==> config.mk <==
export PLATFORM = sky130hd
export DESIGN_NAME = sprite_frame_sequencer_core
export DESIGN_NICKNAME = d
export VERILOG_FILES = /design/src/design/sfs_pkg.sv /design/src/design/sfs_delta.sv /design/src/design/sfs_state.sv /design/src/design/sprite_frame_sequencer_core.sv
export SDC_FILE = /design/constraint.sdc
export NUM_CORES = 2
export LEC_CHECK = 0
export BUFFER_PORTS_ARGS = -buffer_cell sky130_fd_sc_hd__buf_4
export CAP_MARGIN = 25
export CORE_MARGIN = 1.5
export CORE_UTILIZATION = 61
export DETAILED_ROUTE_END_ITERATION = 10
export PLACE_DENSITY = 0.79
export SLEW_MARGIN = 20
export SYNTH_ARGS = -nofsm -noshare
export SYNTH_HDL_FRONTEND = slang
export SYNTH_HIERARCHICAL = 1
export SYNTH_SLANG_ARGS = --single-unit
==> constraint.sdc <==
create_clock -name clk -period 13.5 [get_ports clk]
set_input_delay 2.7 -clock clk [delete_from_list [all_inputs] [get_ports clk]]
set_output_delay 2.7 -clock clk [all_outputs]
set_load 0.005 [all_outputs]
==> src/design/sfs_pkg.sv <==
package sfs_pkg;

    // Request codes
    localparam logic [2:0] REQ_TICK      = 3'd0;
    localparam logic [2:0] REQ_PLAY      = 3'd1;
    localparam logic [2:0] REQ_STOP      = 3'd2;
    localparam logic [2:0] REQ_GOTO_PLAY = 3'd3;
    localparam logic [2:0] REQ_GOTO_STOP = 3'd4;
    localparam logic [2:0] REQ_NEXT      = 3'd5;
    localparam logic [2:0] REQ_PREV      = 3'd6;

    // Register indexes (byte address 4*index)
    localparam logic [1:0] REG_FRAME_COUNT = 2'd0;
    localparam logic [1:0] REG_FRAME_RATE  = 2'd1;
    localparam logic [1:0] REG_CLIP_LOADED = 2'd2;

    localparam int MAX_FRAMES = 256;
    localparam logic [8:0] FRAME_LIMIT = (MAX_FRAMES < 256) ? 9'(MAX_FRAMES) : 9'd256;

    localparam int MS_PER_SEC = 1000;

    // floor(d / 1000) = ((d >> 3) * RECIP_M) >> RECIP_SHIFT for d below 2^26
    localparam logic [23:0] RECIP_M     = 24'd8589935;
    localparam int          RECIP_SHIFT = 30;

    // 2^32 = WRAP_Q * 1000 + WRAP_R
    localparam logic [22:0] WRAP_Q = 23'd4294967;
    localparam logic [11:0] WRAP_R = 12'd296;

    typedef struct packed {
        logic [8:0] frame_count;
        logic [9:0] frame_rate;
        logic       clip_loaded;
    } sfs_cfg_t;

    typedef struct packed {
        logic [2:0]  req_type;
        logic [15:0] tick_ms;
        logic [7:0]  target_frame;
    } sfs_in_t;

    typedef struct packed {
        logic [7:0] current_frame;
        logic       playing;
        logic       cycle_done;
    } sfs_out_t;

    // Item in flight: request plus the precomputed time step
    typedef struct packed {
        logic [2:0]  req_type;
        logic [7:0]  target_frame;
        logic [25:0] delta;   // tick_ms * frame_rate
        logic [16:0] dq;      // delta / 1000
        logic [9:0]  dr;      // delta % 1000
    } sfs_work_t;

endpackage

==> src/design/sfs_delta.sv <==
module sfs_delta import sfs_pkg::*; (
    input  logic      clk,
    input  logic      rst_n,
    input  sfs_cfg_t  cfg,
    input  logic      in_valid,
    output logic      in_ready,
    input  sfs_in_t   in_data,
    output logic      out_valid,
    input  logic      out_ready,
    output sfs_work_t out_work
);

    logic      s1_valid_reg, s2_valid_reg, s3_valid_reg, s4_valid_reg;
    logic      s1_valid_next, s2_valid_next, s3_valid_next, s4_valid_next;
    sfs_in_t   s1_reg;
    sfs_work_t s2_reg, s3_reg, s4_reg;
    sfs_work_t s2_next, s3_next, s4_next;
    logic      s1_ready, s2_ready, s3_ready, s4_ready;
    logic [46:0] recip_prod;

    assign s4_ready = !s4_valid_reg || out_ready;
    assign s3_ready = !s3_valid_reg || s4_ready;
    assign s2_ready = !s2_valid_reg || s3_ready;
    assign s1_ready = !s1_valid_reg || s2_ready;
    assign in_ready = s1_ready;

    assign s1_valid_next = s1_ready ? in_valid     : s1_valid_reg;
    assign s2_valid_next = s2_ready ? s1_valid_reg : s2_valid_reg;
    assign s3_valid_next = s3_ready ? s2_valid_reg : s3_valid_reg;
    assign s4_valid_next = s4_ready ? s3_valid_reg : s4_valid_reg;

    // Stage 1: scale the elapsed time by the frame rate
    always_comb
    begin
        s2_next              = '0;
        s2_next.req_type     = s1_reg.req_type;
        s2_next.target_frame = s1_reg.target_frame;
        s2_next.delta        = 26'(s1_reg.tick_ms) * 26'(cfg.frame_rate);
    end

    // Stage 2: quotient by 1000 through the reciprocal
    assign recip_prod = 47'(s2_reg.delta[25:3]) * 47'(RECIP_M);

    always_comb
    begin
        s3_next    = s2_reg;
        s3_next.dq = recip_prod[RECIP_SHIFT +: 17];
    end

    // Stage 3: remainder
    always_comb
    begin
        s4_next    = s3_reg;
        s4_next.dr = 10'(s3_reg.delta - 26'(s3_reg.dq) * 26'(MS_PER_SEC));
    end

    always_ff @(posedge clk or negedge rst_n)
    begin
        if (!rst_n)
        begin
            s1_valid_reg <= 1'b0;
            s2_valid_reg <= 1'b0;
            s3_valid_reg <= 1'b0;
            s4_valid_reg <= 1'b0;
        end
        else
        begin
            s1_valid_reg <= s1_valid_next;
            s2_valid_reg <= s2_valid_next;
            s3_valid_reg <= s3_valid_next;
            s4_valid_reg <= s4_valid_next;
        end
    end

    always_ff @(posedge clk)
    begin
        if (s1_ready)
        begin
            s1_reg <= in_data;
        end
        if (s2_ready)
        begin
            s2_reg <= s2_next;
        end
        if (s3_ready)
        begin
            s3_reg <= s3_next;
        end
        if (s4_ready)
        begin
            s4_reg <= s4_next;
        end
    end

    assign out_valid = s4_valid_reg;
    assign out_work  = s4_reg;

endmodule

==> src/design/sfs_state.sv <==
module sfs_state import sfs_pkg::*; (
    input  logic      clk,
    input  logic      rst_n,
    input  sfs_cfg_t  cfg,
    input  logic      cfg_clear,
    input  logic      in_valid,
    output logic      in_ready,
    input  sfs_work_t in_work,
    output logic      res_valid,
    input  logic      res_stall,
    output sfs_out_t  res_data
);

    logic [31:0] p_reg, p_next;       // acc * rate, wrapped
    logic [22:0] q_reg, q_next;       // p / 1000, the current slot
    logic [9:0]  r_reg, r_next;       // p % 1000
    logic [7:0]  frame_reg, frame_next;
    logic        halted_reg, halted_next;
    logic        res_valid_reg, res_valid_next;
    sfs_out_t    res_data_reg, res_data_next;

    logic        take, fire, done;
    logic [8:0]  count;
    logic [7:0]  last_frame, adv_frame, prev_frame, goto_frame;
    logic        adv_wrap;
    logic [32:0] p_sum;
    logic        wrap;
    logic [11:0] r_sum;
    logic        r_neg, r_over;
    logic [9:0]  r_new;
    logic [22:0] q_new;

    assign take     = !res_valid_reg || !res_stall;
    assign fire     = in_valid && take;
    assign in_ready = take;

    always_comb
    begin
        count = (cfg.frame_count == 9'd0) ? 9'd1 : cfg.frame_count;
        if (count > FRAME_LIMIT)
        begin
            count = FRAME_LIMIT;
        end
    end

    assign last_frame = 8'(count - 9'd1);
    assign adv_wrap   = ({1'b0, frame_reg} + 9'd1) >= count;
    assign adv_frame  = adv_wrap ? 8'd0 : frame_reg + 8'd1;
    assign prev_frame = (frame_reg == 8'd0 || ({1'b0, frame_reg} - 9'd1) >= count)
                        ? last_frame : frame_reg - 8'd1;
    assign goto_frame = ({1'b0, in_work.target_frame} >= count)
                        ? last_frame : in_work.target_frame;

    // Advance the quotient/remainder pair; take out 2^32 on wrap
    assign p_sum  = {1'b0, p_reg} + 33'(in_work.delta);
    assign wrap   = p_sum[32];
    assign r_sum  = 12'(r_reg) + 12'(in_work.dr) - (wrap ? WRAP_R : 12'd0);
    assign r_neg  = r_sum[11];
    assign r_over = !r_neg && (r_sum >= 12'(MS_PER_SEC));
    assign r_new  = r_neg  ? 10'(r_sum + 12'(MS_PER_SEC)) :
                    r_over ? 10'(r_sum - 12'(MS_PER_SEC)) : r_sum[9:0];
    assign q_new  = q_reg + 23'(in_work.dq) + (r_over ? 23'd1 : 23'd0)
                    - (r_neg ? 23'd1 : 23'd0) - (wrap ? WRAP_Q : 23'd0);

    always_comb
    begin
        p_next      = p_reg;
        q_next      = q_reg;
        r_next      = r_reg;
        frame_next  = frame_reg;
        halted_next = halted_reg;
        done        = 1'b0;
        case (in_work.req_type)
            REQ_TICK:
            begin
                if (!halted_reg && cfg.clip_loaded)
                begin
                    p_next = p_sum[31:0];
                    q_next = q_new;
                    r_next = r_new;
                    if (q_new != q_reg)
                    begin
                        frame_next = adv_frame;
                        done       = adv_wrap;
                    end
                end
            end
            REQ_PLAY:      halted_next = 1'b0;
            REQ_STOP:      halted_next = 1'b1;
            REQ_GOTO_PLAY:
            begin
                frame_next  = goto_frame;
                halted_next = 1'b0;
            end
            REQ_GOTO_STOP:
            begin
                frame_next  = goto_frame;
                halted_next = 1'b1;
            end
            REQ_NEXT:      frame_next = adv_frame;
            REQ_PREV:      frame_next = prev_frame;
            default:       ;
        endcase
    end

    always_comb
    begin
        res_data_next.current_frame = frame_next;
        res_data_next.playing       = !halted_next;
        res_data_next.cycle_done    = done;
        res_valid_next              = take ? in_valid : res_valid_reg;
    end

    always_ff @(posedge clk or negedge rst_n)
    begin
        if (!rst_n)
        begin
            p_reg         <= '0;
            q_reg         <= '0;
            r_reg         <= '0;
            frame_reg     <= '0;
            halted_reg    <= 1'b0;
            res_valid_reg <= 1'b0;
        end
        else
        begin
            res_valid_reg <= res_valid_next;
            if (cfg_clear)
            begin
                p_reg <= '0;
                q_reg <= '0;
                r_reg <= '0;
            end
            else if (fire)
            begin
                p_reg      <= p_next;
                q_reg      <= q_next;
                r_reg      <= r_next;
                frame_reg  <= frame_next;
                halted_reg <= halted_next;
            end
        end
    end

    always_ff @(posedge clk)
    begin
        if (fire)
        begin
            res_data_reg <= res_data_next;
        end
    end

    assign res_valid = res_valid_reg;
    assign res_data  = res_data_reg;

    a_remainder_range: assert property (@(posedge clk) disable iff (!rst_n)
        r_reg < 10'(MS_PER_SEC))
        else $error("remainder out of range");

    a_slot_consistent: assert property (@(posedge clk) disable iff (!rst_n)
        p_reg == 32'(q_reg) * 32'(MS_PER_SEC) + 32'(r_reg))
        else $error("slot does not match scaled time");

    a_done_at_zero: assert property (@(posedge clk) disable iff (!rst_n)
        res_valid_reg && res_data_reg.cycle_done |->
            res_data_reg.current_frame == 8'd0 && res_data_reg.playing)
        else $error("cycle_done without wrap to frame zero while playing");

    a_state_held_on_stall: assert property (@(posedge clk) disable iff (!rst_n)
        res_valid_reg && res_stall |=> $stable(frame_reg) && $stable(halted_reg))
        else $error("state moved while result stalled");

endmodule

==> src/design/sprite_frame_sequencer_core.sv <==
// Sprite frame sequencer.
// Requests come in on the req channel (req_valid/req_stall/req_data), one
// transfer per request: tick with elapsed milliseconds, play, stop, goto
// and play, goto and stop, next frame, previous frame. Every request gives
// exactly one transfer on the res channel: current frame, playing flag and
// cycle_done (set only when a tick wrapped the last frame to frame zero).
// One request per cycle is sustained while res_stall is low. Three stages
// precompute the time step per tick (ms * rate, then quotient and
// remainder by 1000); the fourth updates the frame state and loads the
// result register. With res_stall high the result holds and up to five
// requests stay in flight; req_stall then rises until the receiver takes
// the result. Reset leaves the block playing at frame 0 with
// frame_count 1, frame_rate 1 and no clip loaded. The APB port writes
// frame_count (0x0), frame_rate (0x4) and clip_loaded (0x8); the user
// must write them only while the block is idle, which the block does not
// enforce. Any such write clears the time accumulator and the slot.
module sprite_frame_sequencer_core import sfs_pkg::*; (
    input  logic        clk,
    input  logic        rst_n,
    input  logic        psel,
    input  logic        penable,
    input  logic        pwrite,
    input  logic [3:0]  paddr,
    input  logic [31:0] pwdata,
    output logic [31:0] prdata,
    output logic        pready,
    input  logic        req_valid,
    output logic        req_stall,
    input  sfs_in_t     req_data,
    output logic        res_valid,
    input  logic        res_stall,
    output sfs_out_t    res_data
);

    sfs_cfg_t   cfg_reg, cfg_next;
    logic       cfg_wr, cfg_clear;
    logic [1:0] reg_idx;

    logic       in_ready;
    logic       work_valid, work_ready;
    sfs_work_t  work;

    assign pready  = 1'b1;
    assign reg_idx = paddr[3:2];
    assign cfg_wr  = psel && penable && pwrite && pready;

    // Decode the write; an address beyond the last register is dropped
    always_comb
    begin
        cfg_next  = cfg_reg;
        cfg_clear = 1'b0;
        if (cfg_wr)
        begin
            case (reg_idx)
                REG_FRAME_COUNT:
                begin
                    cfg_next.frame_count = pwdata[8:0];
                    cfg_clear            = 1'b1;
                end
                REG_FRAME_RATE:
                begin
                    cfg_next.frame_rate = pwdata[9:0];
                    cfg_clear           = 1'b1;
                end
                REG_CLIP_LOADED:
                begin
                    cfg_next.clip_loaded = pwdata[0];
                    cfg_clear            = 1'b1;
                end
                default: ;
            endcase
        end
    end

    always_ff @(posedge clk or negedge rst_n)
    begin
        if (!rst_n)
        begin
            cfg_reg.frame_count <= 9'd1;
            cfg_reg.frame_rate  <= 10'd1;
            cfg_reg.clip_loaded <= 1'b0;
        end
        else
        begin
            cfg_reg <= cfg_next;
        end
    end

    // Read back the addressed register, zero-extended
    always_comb
    begin
        case (reg_idx)
            REG_FRAME_COUNT: prdata = 32'(cfg_reg.frame_count);
            REG_FRAME_RATE:  prdata = 32'(cfg_reg.frame_rate);
            REG_CLIP_LOADED: prdata = 32'(cfg_reg.clip_loaded);
            default:         prdata = 32'd0;
        endcase
    end

    assign req_stall = !in_ready;

    sfs_delta u_delta (
        .clk       (clk),
        .rst_n     (rst_n),
        .cfg       (cfg_reg),
        .in_valid  (req_valid),
        .in_ready  (in_ready),
        .in_data   (req_data),
        .out_valid (work_valid),
        .out_ready (work_ready),
        .out_work  (work)
    );

    sfs_state u_state (
        .clk       (clk),
        .rst_n     (rst_n),
        .cfg       (cfg_reg),
        .cfg_clear (cfg_clear),
        .in_valid  (work_valid),
        .in_ready  (work_ready),
        .in_work   (work),
        .res_valid (res_valid),
        .res_stall (res_stall),
        .res_data  (res_data)
    );

endmodule
==> results.md <==
- Port bufs: 67
- Max stage delay cell, worst path: nor3_2
- # rows: 80
- RR Startpoint: u_delta/out_work[27]$_DFFE_PP_
- RePlAce Congestion: 0.925
- First-pass iteration count of the detailed router: 5
- Worst Path Required: 13.81 ns
- Least-Margin Pin Slew: 0.963 ns
- CP top delay family: compound AO/OA/AOI/OAI gates
- DRT iter0 DRCs: 1407
- Crit path time final: 10.46 ns
- Ports: 115
- Cell area after synthesis: 29800 um^2
- Setup bufs post-CTS: 0
- Avg Vias per Cell: 5.86
- Most frequent cells in the layout: inv_1, ha_1, fa_1, nand2_1, edfxtp_1
- FF-to-FF End: u_state/res_data[6]$_DFFE_PP_
- CTS Buf Count: 35
- Routed len/inst: 18.7 um
- Layout cells sized above 1: 7.01%
- Netlist cell types: 102
- Count of final max-slew check failures: 0
- Global-route wire length before repair: 111000 um
- Reg-to-reg slack, setup: 3.04 ns
- H-tree levels: 2
- CTS tree: built
- Final Hold Viols: 0
- Cells after synthesis: 2918
- CP arrival: 10.77 ns
- Core Area: 47900 um^2
- RSZ-0062 raised after global routing: no
- # DRC: 0
- Avg Synthesized Cell Area: 10.2 um^2
- Slew headroom: 35.3%
- Final cell count without fillers: 3598
- Post-route ant nets: 0
- CP endpoint kind: flop
- Max Clk Rate: 95.6 MHz
- Root buffer cell: clkbuf_16
- Worst Setup SP: u_delta/out_work[27]$_DFFE_PP_
- P&R area growth vs syn: 7.22%
- Max-cap violations: 0
- Die H: 224 um
- Initial antenna violation count: 0
- Period utilisation layout: 77.5%
- Die W: 224 um
- Asr flop ratio synth: 34.1%
- Clk sinks: 287
- Die area: 50200 um^2
- Final WL: 67400 um
- R2R cell count: 34
- Worst hold path stage count: 0
- Crit Path Max Fanout: 10
- Largest net degree at the start of global routing: 65
- Dpl cells: 3533
- Clock Skew: 0.0250 ns
- Yosys warns: 6
- Grt total ovfl: 0
- Synthesized flop and latch total: 287
- Max reg flops: 61
- Outcome: completed
- Antenna cell count: 0
- Crit start category: flop
- CP dominant cell by count: fa_1
- Setup TNS Final: 0 ns
- Crit Path Class: flop to flop
- Routed via count: 21100
- Slowest Stage Delay on Critical Path: 0.62 ns
- Prevailing post-synth register cell: edfxtp_1
- Setup-failing EPs final: 0
- WHS Endpoint: u_delta/out_work[45]$_DFFE_PP_
- Nets@finish: 3738
- Number of synthesized flops with an enable pin: 189
- Post-synthesis sequential area ratio: 27.3%
- # fillers: 3613
- Worst-Skew Late Latency: 0.56 ns
- Hold_sp: u_delta/s3_reg[45]$_DFFE_PP_
- HPWL after DPL: 51900 um
- Initial Util: 62.2%
- GR Util All Layers: 27.8%
- Hold-fix buffers, CTS: 0
- Post-CTS Resized: 0
- Commonest non-fill, non-tap cell in the layout: inv_1
- Hold WC Path Type: flop to flop
- WP buf/inv: 3
- Clock transition at path regs: 0.06 ns
- CTS max path bufs: 3
- Vias in the first global route: 22200
-- final cells by class --
cell class / instances / area, um^2 / share of cell area, %
tap: 615 / 769 / 2.41
timing repair buffer: 78 / 606 / 1.90
inverter: 548 / 2060 / 6.44
sequential: 287 / 8130 / 25.4
multi-input combinational: 2006 / 19200 / 60.1
clock buffer: 39 / 891 / 2.79
clock inverter: 25 / 288 / 0.901
-- worst max-delay path by stage --
stage	end	cells after the start
2_1_floorplan	u_state/res_data[5]$_DFFE_PP_	36
3_3_place_gp	u_state/res_data[6]$_DFFE_PP_	34
3_5_place_dp	u_state/res_data[6]$_DFFE_PP_	34
4_1_cts	u_state/res_data[6]$_DFFE_PP_	34
5_1_grt	u_state/res_data[6]$_DFFE_PP_	34
6_report	u_state/res_data[6]$_DFFE_PP_	34
-- per-stage QoR --
step	worst slack, ns	hold WS (ns)	utilization, %	instance area, um^2
after detailed placement	3.17	0.405	64.1	30700
after CTS	3.12	0.415	66.6	31900
after floorplan	4.57	0.400	-	29900
after global placement	3.34	0.400	64.1	30700
after global routing	2.44	0.420	66.6	32000
final	3.04	0.413	66.6	32000
-- kinds of logic after synthesis --
| group | Yosys count | share of synthesized area (%) |
|---|---|---|
| multiplexers | 45 | 1.62 |
| buffers and inverters | 646 | 8.57 |
| XOR/XNOR | 145 | 4.35 |
| other | 2 | 0.0252 |
| adder cells (fa/ha/maj) | 712 | 37.0 |
| flip-flops | 287 | 27.3 |
| AO/OA/AOI/OAI | 475 | 11.1 |
| AND/OR/NAND/NOR | 606 | 10.1 |
-- worst register-to-register path: cells and delay by family, from the launching register on --
kind	cells	cell delay, ns
AOI/OAI and AO/OA	16	4.05
adders and majority gates	8	3.37
buffers and inverters	3	0.19
DFF	1	0.37
and+or+nand+nor	7	2.23
-- synthesized netlist by cell type (29+ instances only) --
cell type / n / area (um^2)
inv_1: 548 / 2060
ha_1: 428 / 5360
fa_1: 284 / 5690
nand2_1: 214 / 803
edfxtp_1: 189 / 5680
nor2_1: 114 / 428
a21oi_1: 106 / 531
dfrtp_1: 96 / 2400
xnor2_1: 95 / 832
and2_1: 87 / 544
o21ai_0: 87 / 435
clkbuf_1: 56 / 210
a21o_1: 55 / 413
xor2_1: 48 / 420
nand3_1: 29 / 145
-- routing by layer --
| layer | GRT usage (%) | share of wire, % |
|---|---|---|
| met1 | 35.1 | 41 |
| met2 | 48.2 | 50 |
| met3 | 4.51 | 5.6 |
| met4 | 9.98 | 3.3 |
| met5 | 0 | 0 |
Power is left out: the tool's default activity adds up to more than one toggle a clock period on the data nets, which glitch-free logic cannot reach.
